`config.mk`:
```
export PLATFORM = sky130hd
export DESIGN_NAME = manchester_receiver_trained_top
export DESIGN_NICKNAME = d
export VERILOG_FILES = /design/src/sv/mrt_pkg.sv /design/src/sv/manchester_receiver_trained_top.sv /design/src/sv/mrt_trainer.sv /design/src/sv/mrt_frame_rx.sv /design/src/sv/mrt_out_buf.sv
export SDC_FILE = /design/constraint.sdc
export NUM_CORES = 1
export LEC_CHECK = 0
export BUFFER_PORTS_ARGS = -buffer_cell sky130_fd_sc_hd__buf_2
export CELL_PAD_IN_SITES_DETAIL_PLACEMENT = 1
export CELL_PAD_IN_SITES_GLOBAL_PLACEMENT = 1
export CORE_MARGIN = 2
export CORE_UTILIZATION = 50
export CTS_BUF_LIST = sky130_fd_sc_hd__clkbuf_4
export DETAILED_ROUTE_END_ITERATION = 10
export GPL_ROUTABILITY_DRIVEN = 0
export HOLD_SLACK_MARGIN = 0.1
export PLACE_DENSITY = 0.84
export SYNTH_ARGS = -nofsm -noshare
export SYNTH_HDL_FRONTEND = slang
export SYNTH_SLANG_ARGS = --single-unit
```
`constraint.sdc`:
```
create_clock -name clk -period 5.6 [get_ports clk]
set_input_delay 0.28 -clock clk [delete_from_list [all_inputs] [get_ports clk]]
set_output_delay 0.28 -clock clk [all_outputs]
set_load 0.01 [all_outputs]
```
`src/sv/mrt_pkg.sv`:
```
// shared types and constants of the trained manchester receiver
package mrt_pkg;

    localparam int FRAME_W       = 16;
    localparam int REST_W        = 24;
    localparam int NUM_INTERVALS = 6;
    localparam int CNT_W         = 3;

    // one result transaction as it leaves the frame receiver
    typedef struct packed {
        logic               valid;
        logic [FRAME_W-1:0] frame_data;
        logic               sync_error;
    } result_t;

endpackage

```
`src/sv/manchester_receiver_trained_top.sv`:
```
// top level of the trained manchester receiver
//
//   channel   direction  handshake             payload
//   input     in         in_valid / in_stall   line_level
//   output    out        out_valid / out_stall frame_data, sync_error
//   config    in         cfg_write             cfg_data (rest_ticks)
//
// one line sample per clock while in_stall is low: a sample is registered, then decoded
// by the period trainer and frame receiver once the output side has room; the result
// lands in the output register, or in the skid entry while that one is full; the output
// register plus one skid entry lets samples keep flowing while a result waits, in_stall
// rises only when both hold
// reset clears training, returns to waiting for a high level and zeroes rest_ticks
module manchester_receiver_trained_top #(
    parameter int MSG_BITS  = 16,
    parameter int TICK_BITS = 20
) (
    input  logic                         clk,
    input  logic                         rst_n,
    input  logic                         cfg_write,
    input  logic [mrt_pkg::REST_W-1:0]   cfg_data,
    input  logic                         in_valid,
    output logic                         in_stall,
    input  logic                         line_level,
    output logic                         out_valid,
    input  logic                         out_stall,
    output logic [mrt_pkg::FRAME_W-1:0]  frame_data,
    output logic                         sync_error
);
    import mrt_pkg::*;

    logic                 s_valid_reg;
    logic                 s_level_reg;
    logic [REST_W-1:0]    rest_ticks_reg;
    logic                 room;
    logic                 advance;
    logic                 trained;
    logic [TICK_BITS-1:0] bit_period;
    result_t              result;

    // decode the registered sample only when a result has somewhere to go
    assign advance  = s_valid_reg && room;
    assign in_stall = s_valid_reg && !room;

    always_ff @(posedge clk or negedge rst_n)
    begin
        if (!rst_n)
        begin
            s_valid_reg    <= 1'b0;
            s_level_reg    <= 1'b0;
            rest_ticks_reg <= '0;
        end
        else
        begin
            if (!in_stall)
            begin
                s_valid_reg <= in_valid;
                s_level_reg <= line_level;
            end
            if (cfg_write)
                rest_ticks_reg <= cfg_data;
        end
    end

    // six-interval average sets the bit period once
    mrt_trainer #(
        .TICK_BITS (TICK_BITS)
    ) u_trainer (
        .clk        (clk),
        .rst_n      (rst_n),
        .advance    (advance),
        .line_level (s_level_reg),
        .trained    (trained),
        .bit_period (bit_period)
    );

    // receive state machine sees the period as it stood before this sample
    mrt_frame_rx #(
        .MSG_BITS  (MSG_BITS),
        .TICK_BITS (TICK_BITS)
    ) u_frame_rx (
        .clk        (clk),
        .rst_n      (rst_n),
        .advance    (advance),
        .line_level (s_level_reg),
        .trained    (trained),
        .bit_period (bit_period),
        .rest_ticks (rest_ticks_reg),
        .result     (result)
    );

    // output register and skid entry
    mrt_out_buf u_out_buf (
        .clk        (clk),
        .rst_n      (rst_n),
        .result     (result),
        .out_stall  (out_stall),
        .room       (room),
        .out_valid  (out_valid),
        .frame_data (frame_data),
        .sync_error (sync_error)
    );

endmodule

```
`src/sv/mrt_trainer.sv`:
```
// bit period estimator: times six line intervals and averages them
module mrt_trainer #(
    parameter int TICK_BITS = 20
) (
    input  logic                 clk,
    input  logic                 rst_n,
    input  logic                 advance,
    input  logic                 line_level,
    output logic                 trained,
    output logic [TICK_BITS-1:0] bit_period
);
    import mrt_pkg::*;

    // intervals are kept as quotient and remainder by six, so the average is a plain add
    localparam int               QW       = TICK_BITS - 2;
    localparam longint unsigned  TICK_MAX = (64'd1 << TICK_BITS) - 64'd1;
    localparam logic [QW-1:0]    MAX_Q    = QW'(TICK_MAX / NUM_INTERVALS);
    localparam logic [2:0]       MAX_R    = 3'(TICK_MAX % NUM_INTERVALS);
    localparam logic [2:0]       LAST_R   = 3'(NUM_INTERVALS - 1);
    localparam logic [CNT_W-1:0] CNT_DONE = CNT_W'(NUM_INTERVALS);

    logic                 prev_level_reg;
    logic                 first_seen_reg;
    logic [QW-1:0]        iq_reg;
    logic [2:0]           ir_reg;
    logic [CNT_W-1:0]     taken_reg;
    logic [TICK_BITS-1:0] sum_q_reg;
    logic [2:0]           sum_r_reg;
    logic [TICK_BITS-1:0] period_reg;
    logic                 trained_reg;

    logic                 saturated;
    logic [QW-1:0]        cnt_q;
    logic [2:0]           cnt_r;
    logic [3:0]           r_add;
    logic                 carry;
    logic [2:0]           sum_r_next;
    logic [TICK_BITS-1:0] sum_q_next;
    logic [CNT_W-1:0]     taken_next;
    logic                 take;

    // saturating interval count, one tick on
    always_comb
    begin
        saturated = (iq_reg == MAX_Q) && (ir_reg == MAX_R);
        if (saturated)
        begin
            cnt_q = iq_reg;
            cnt_r = ir_reg;
        end
        else if (ir_reg == LAST_R)
        begin
            cnt_q = iq_reg + QW'(1);
            cnt_r = '0;
        end
        else
        begin
            cnt_q = iq_reg;
            cnt_r = ir_reg + 3'd1;
        end
    end

    always_comb
    begin
        r_add      = {1'b0, sum_r_reg} + {1'b0, cnt_r};
        carry      = (r_add >= 4'(NUM_INTERVALS));
        sum_r_next = carry ? 3'(r_add - 4'(NUM_INTERVALS)) : r_add[2:0];
        sum_q_next = sum_q_reg + TICK_BITS'(cnt_q) + TICK_BITS'(carry);
        taken_next = taken_reg + CNT_W'(1);
        take       = first_seen_reg && (taken_reg < CNT_DONE) && !trained_reg;
    end

    always_ff @(posedge clk or negedge rst_n)
    begin
        if (!rst_n)
        begin
            prev_level_reg <= 1'b0;
            first_seen_reg <= 1'b0;
            iq_reg         <= '0;
            ir_reg         <= '0;
            taken_reg      <= '0;
            sum_q_reg      <= '0;
            sum_r_reg      <= '0;
            period_reg     <= '0;
            trained_reg    <= 1'b0;
        end
        else if (advance)
        begin
            prev_level_reg <= line_level;
            if (line_level != prev_level_reg)
            begin
                if (take)
                begin
                    sum_q_reg <= sum_q_next;
                    sum_r_reg <= sum_r_next;
                    taken_reg <= taken_next;
                    if (taken_next == CNT_DONE)
                    begin
                        period_reg  <= sum_q_next;
                        trained_reg <= 1'b1;
                    end
                end
                first_seen_reg <= 1'b1;
                iq_reg         <= '0;
                ir_reg         <= '0;
            end
            else
            begin
                iq_reg <= cnt_q;
                ir_reg <= cnt_r;
            end
        end
    end

    assign trained    = trained_reg;
    assign bit_period = period_reg;

endmodule

```
`src/sv/mrt_frame_rx.sv`:
```
// frame receiver: start detection, half-cell timing and bit decisions
module mrt_frame_rx #(
    parameter int MSG_BITS  = 16,
    parameter int TICK_BITS = 20
) (
    input  logic                        clk,
    input  logic                        rst_n,
    input  logic                        advance,
    input  logic                        line_level,
    input  logic                        trained,
    input  logic [TICK_BITS-1:0]        bit_period,
    input  logic [mrt_pkg::REST_W-1:0]  rest_ticks,
    output mrt_pkg::result_t            result
);
    import mrt_pkg::*;

    localparam int WAIT_W = (TICK_BITS > REST_W) ? TICK_BITS : REST_W;
    localparam int BW     = $clog2(MSG_BITS + 1);
    localparam int EXT_W  = (MSG_BITS > FRAME_W) ? MSG_BITS : FRAME_W;

    typedef enum logic [5:0] {
        PH_WAIT_HIGH = 6'b000001,
        PH_WAIT_FALL = 6'b000010,
        PH_FIRST     = 6'b000100,
        PH_SECOND    = 6'b001000,
        PH_FINISH    = 6'b010000,
        PH_REST      = 6'b100000
    } rx_phase_t;

    rx_phase_t           phase_reg, phase_next, eff;
    logic [WAIT_W-1:0]   wait_reg, wait_next;
    logic                first_reg, first_next;
    logic [BW-1:0]       bits_reg, bits_next, bits_inc;
    logic [MSG_BITS-1:0] word_reg, word_next;
    logic [WAIT_W-1:0]   half;
    logic [EXT_W-1:0]    word_ext;
    logic                hold;

    assign half     = WAIT_W'(bit_period >> 1);
    assign word_ext = EXT_W'(word_reg);
    assign bits_inc = bits_reg + BW'(1);

    always_comb
    begin
        phase_next = phase_reg;
        wait_next  = wait_reg;
        first_next = first_reg;
        bits_next  = bits_reg;
        word_next  = word_reg;
        result     = '0;
        eff        = phase_reg;
        hold       = 1'b0;
        if (advance && trained)
        begin
            // rest countdown; its last tick falls through to the start search
            if (phase_reg == PH_REST)
            begin
                if (wait_reg != '0)
                begin
                    wait_next = wait_reg - WAIT_W'(1);
                    hold      = 1'b1;
                end
                else
                begin
                    eff = PH_WAIT_HIGH;
                end
            end
            if (!hold)
            begin
                phase_next = eff;
                case (eff)
                    PH_WAIT_HIGH:
                    begin
                        if (line_level)
                            phase_next = PH_WAIT_FALL;
                    end
                    PH_WAIT_FALL:
                    begin
                        if (!line_level)
                        begin
                            wait_next  = half;
                            bits_next  = '0;
                            word_next  = '0;
                            phase_next = PH_FIRST;
                        end
                    end
                    PH_FIRST:
                    begin
                        if (wait_reg != '0)
                            wait_next = wait_reg - WAIT_W'(1);
                        else
                        begin
                            first_next = line_level;
                            wait_next  = half;
                            phase_next = PH_SECOND;
                        end
                    end
                    PH_SECOND:
                    begin
                        if (wait_reg != '0)
                            wait_next = wait_reg - WAIT_W'(1);
                        else if (first_reg == line_level)
                        begin
                            // no mid-cell transition
                            result.valid      = 1'b1;
                            result.sync_error = 1'b1;
                            word_next         = '0;
                            bits_next         = '0;
                            phase_next        = PH_WAIT_HIGH;
                        end
                        else
                        begin
                            word_next  = MSG_BITS'({word_reg, line_level});
                            bits_next  = bits_inc;
                            wait_next  = half;
                            phase_next = (bits_inc >= BW'(MSG_BITS)) ? PH_FINISH : PH_FIRST;
                        end
                    end
                    PH_FINISH:
                    begin
                        if (wait_reg != '0)
                            wait_next = wait_reg - WAIT_W'(1);
                        else
                        begin
                            result.valid      = 1'b1;
                            result.frame_data = word_ext[FRAME_W-1:0];
                            bits_next         = '0;
                            wait_next         = WAIT_W'(rest_ticks);
                            phase_next        = PH_REST;
                        end
                    end
                    default:
                    begin
                        phase_next = PH_WAIT_HIGH;
                    end
                endcase
            end
        end
    end

    always_ff @(posedge clk or negedge rst_n)
    begin
        if (!rst_n)
        begin
            phase_reg <= PH_WAIT_HIGH;
            wait_reg  <= '0;
            first_reg <= 1'b0;
            bits_reg  <= '0;
            word_reg  <= '0;
        end
        else
        begin
            phase_reg <= phase_next;
            wait_reg  <= wait_next;
            first_reg <= first_next;
            bits_reg  <= bits_next;
            word_reg  <= word_next;
        end
    end

endmodule

```
`src/sv/mrt_out_buf.sv`:
```
// result register with one skid entry on the output channel
module mrt_out_buf (
    input  logic                         clk,
    input  logic                         rst_n,
    input  mrt_pkg::result_t             result,
    input  logic                         out_stall,
    output logic                         room,
    output logic                         out_valid,
    output logic [mrt_pkg::FRAME_W-1:0]  frame_data,
    output logic                         sync_error
);
    import mrt_pkg::*;

    result_t out_reg;
    result_t skid_reg;
    logic    taken;

    assign taken = out_reg.valid && !out_stall;

    always_ff @(posedge clk or negedge rst_n)
    begin
        if (!rst_n)
        begin
            out_reg  <= '0;
            skid_reg <= '0;
        end
        else if (!out_reg.valid || taken)
        begin
            if (skid_reg.valid)
            begin
                out_reg        <= skid_reg;
                skid_reg.valid <= 1'b0;
            end
            else
            begin
                out_reg <= result;
            end
        end
        else if (result.valid)
        begin
            skid_reg <= result;
        end
    end

    assign room       = !skid_reg.valid;
    assign out_valid  = out_reg.valid;
    assign frame_data = out_reg.frame_data;
    assign sync_error = out_reg.sync_error;

endmodule
```
==> metrics.md <==
| Metric | Value |
|---|---|
| H-tree Lvls | 4 |
| Final setup margin | 0.409 ns |
| Post-synthesis sequential area ratio | 44.2% |
| CP arrival | 5.68 ns |
| Final core occ | 56.7% |
| Count of final setup violators | 0 |
| Unrepaired setup endpoints after global routing | no |
| RR Endpoint | u_trainer.bit_period[18] |
| Register bit total from synthesis | 183 |
| Hold path depth | 2 |
| GR Util met1 | 38.3% |
| EDFF count, synth | 0 |
| DP HPWL | 20,800 microns |
| Async set or reset register ratio after synthesis | 100% |
| Initial antenna violation count | 1 |
| Max_cap viols | 0 |
| FF-to-FF path depth | 20 |
| Slew HR | 22.1% |
| Leakage | 5.21 nW |
| Initial detailed-routing violation count | 605 |
| Hold/Removal Path Class | input pin to register |
| Clock-pin slew on the worst setup and hold paths | 0.19 ns |
| Via count | 8,971 |
| Ports | 49 |
| CTS root buf | clkbuf_4 |
| Fin area | 11,500 sq um |
| RR Startpoint | u_trainer.ir_reg[0] |
| Cts bufs inserted | 17 |
| Grt total ovfl | 0 |
| Hold EP | rest_ticks_reg[23] |
| Setup TNS | 0 ns |
| Grt peak-use layer | met2 |
| Synth Flop Type | dfrtp_1 |
| Gr usage total | 28.4% |
| Worst setup SP type | register |
| Largest net degree at the start of global routing | 131 |
| Clock Sink Count | 183 |
| Hold Fails Final Rpt | 0 |
| Status | finished clean |
| Post-synth cell types | 68 |
| # port buffers | 48 |
| Drt total wl | 30,200 microns |
| Max Slew Vio Count | 0 |
| CTS max path bufs | 2 |
| Routed vias/inst | 6.11 |
| Reg2reg setup slack | 0.41 ns |
| Hold Startpoint | cfg_write |
| Placed cell area | 10,900 sq um |
| DRT Pass-1 Iters | 7 |
| Tmin final | 5.19 ns |
| Worst setup EP type | register |
| Worst Skew | 0.0256 ns |
| Tcrit/Tclk final | 92.7% |
| Synth warnings | 0 |
| Routed WL per cell | 20.6 microns |
| First-pass GRT wire length | 49,300 microns |
| Power per cell area | 340 nW/um^2 |
| Total power | 3.91 mW |
| Crit path required time | 6.09 ns |
| Die span in y | 148 microns |
| Die Width | 148 microns |
| Drt drc | 0 |
| Total core area | 20,300 sq um |
| Vias in the first global route | 9,314 |
| Peak supply drop | 0.000220 V |
| Post-Syn Nets | 1,201 |
| Routing usage on met2 | 46.8% |
| Routed Antenna Nets | 0 |
| Skew-Pair Late Insertion Delay | 0.60 ns |
| Die area | 21,900 sq um |
| CP Max Fanout | 6 |
| Fillcell total | 2,405 |
| Fin cells | 1,469 |
| Fmax | 193 MHz |
| Nets@finish | 1,247 |
| Dpl cells | 1,408 |
| Dpl ws | 0.169 ns |
| Cell Rows | 52 |
| CP Class | register to register |
| Initial cell density of the core | 51.1% |
| Syn_area_per_cell | 9.11 sq um |
| Slew at the pin closest to its max-slew limit | 1.17 ns |
| Synthesized instance count | 1,139 |
| Met3 global-route usage | 4.85% |
| Share of cells above drive strength 1 | 15.4% |
| Synth Cell Area | 10,400 sq um |
| Area delta synth->final | 11.0% |
| Worst hold-check slack | 0.337 ns |
| CTS tree | built |
-- logic make-up after synthesis --
group,share of synthesized area [%]
fa+ha+maj,4.08
simple gates,17.7
flops,44.2
buf+inv,3.46
mux,7.08
compound gates,18.7
xor+xnor,4.81
-- layout by cell type, fill, tap and decap left out, types with 10 or more instances in the layout --
cell           Yosys  final
dlygate4sd3_1      0     28
mux2_2            59     59
inv_1             21     21
xnor2_1           30     30
nand2_1          169    169
buf_2              5     47
nand3_1           26     26
buf_4              0     21
xor2_1            27     27
and3_1            10     10
nor2_1            95     94
a21oi_1           51     50
clkbuf_4           0     17
nor3_1            20     19
nor4_1            10     10
o31ai_1           13     13
a22o_1            16     16
dfrtp_1          182    182
ha_1              29     29
o21ai_0          121    119
a31oi_1           25     25
-- worst max path at each step --
stage,startpoint,endpoint,slack [ns],depth (start not counted)
6_report,u_trainer.ir_reg[0],u_trainer.bit_period[18],0.41,20
5_1_grt,u_trainer.iq_reg[0],u_trainer.bit_period[18],0.03,20
4_1_cts,u_trainer.iq_reg[0],u_trainer.bit_period[18],0.12,20
3_5_place_dp,u_trainer.iq_reg[0],u_trainer.bit_period[18],0.17,20
3_3_place_gp,u_trainer.iq_reg[0],u_trainer.bit_period[18],0.35,20
2_1_floorplan,u_trainer.ir_reg[0],u_trainer.bit_period[18],0.76,20
-- worst max-delay path, cell delays in order, from the launching register on --
cell	delay (ns)
dfrtp_1	0.47
and2_1	0.18
ha_1	0.17
nor4bb_1	0.27
nand3_1	0.19
o21ai_0	0.25
mux2i_1	0.28
inv_1	0.07
ha_1	0.27
a21o_1	0.18
a21oi_2	0.17
o21ai_1	0.12
fa_1	0.43
fa_1	0.46
a211oi_2	0.24
o21bai_1	0.16
a211oi_2	0.34
o21ai_0	0.17
a31o_2	0.27
xor2_1	0.13
mux2_2	0.26
-- power breakdown --
group | switching [mW] | total [mW] | internal (mW)
Clock | 0.568 | 0.872 | 0.304
Combinational | 0.829 | 1.36 | 0.530
Sequential | 0.219 | 1.68 | 1.46
Total | 1.62 | 3.91 | 2.30
-- routing by layer --
| layer | share of wire, % | vias to the layer above | routed length, microns |
|---|---|---|---|
| li1 | - | 4172 | - |
| met1 | 45 | 4504 | 13500 |
| met2 | 48 | 239 | 14500 |
| met3 | 4.9 | 56 | 1480 |
| met4 | 2.5 | 0 | 751 |
| met5 | 0 | - | 0 |
-- Yosys cell counts, types with 8 or more instances --
| cell | n | area, sq um |
|---|---|---|
| nor2_1 | 95 | 357 |
| a22oi_1 | 9 | 67.6 |
| nand3_1 | 26 | 130 |
| nor4_1 | 10 | 62.6 |
| nand2_1 | 169 | 634 |
| a211oi_1 | 9 | 67.6 |
| o21ai_0 | 121 | 606 |
| xnor2_1 | 30 | 263 |
| nand4_1 | 9 | 56.3 |
| a22o_1 | 16 | 140 |
| nor3_1 | 20 | 100 |
| a21o_1 | 8 | 60.1 |
| inv_1 | 21 | 78.8 |
| and3_1 | 10 | 62.6 |
| mux2_2 | 59 | 664 |
| ha_1 | 29 | 363 |
| a31oi_1 | 25 | 156 |
| or3_1 | 8 | 50.1 |
| xor2_1 | 27 | 236 |
| a21oi_1 | 51 | 255 |
| o31ai_1 | 13 | 97.6 |
| dfrtp_1 | 182 | 4550 |
| clkbuf_1 | 61 | 229 |
-- repair_timing --
action,in CTS,in global routing
hold endpoints to repair,156,0
setup buffers,0,0
hold buffers,28,0
gates resized for setup,0,6
setup endpoints to repair,0,10
-- area by class of cell --
cell class,instances,area [sq um],share of cell area [%]
inverter,22,82.6,0.717
tap,270,338,2.93
clock inverter,15,229,1.99
multi-input combinational,864,5470,47.5
timing repair buffer,97,687,5.97
sequential,183,4580,39.8
clock buffer,17,128,1.11
antenna,1,2.50,0.0217
Power figures use the tool's default switching activity.
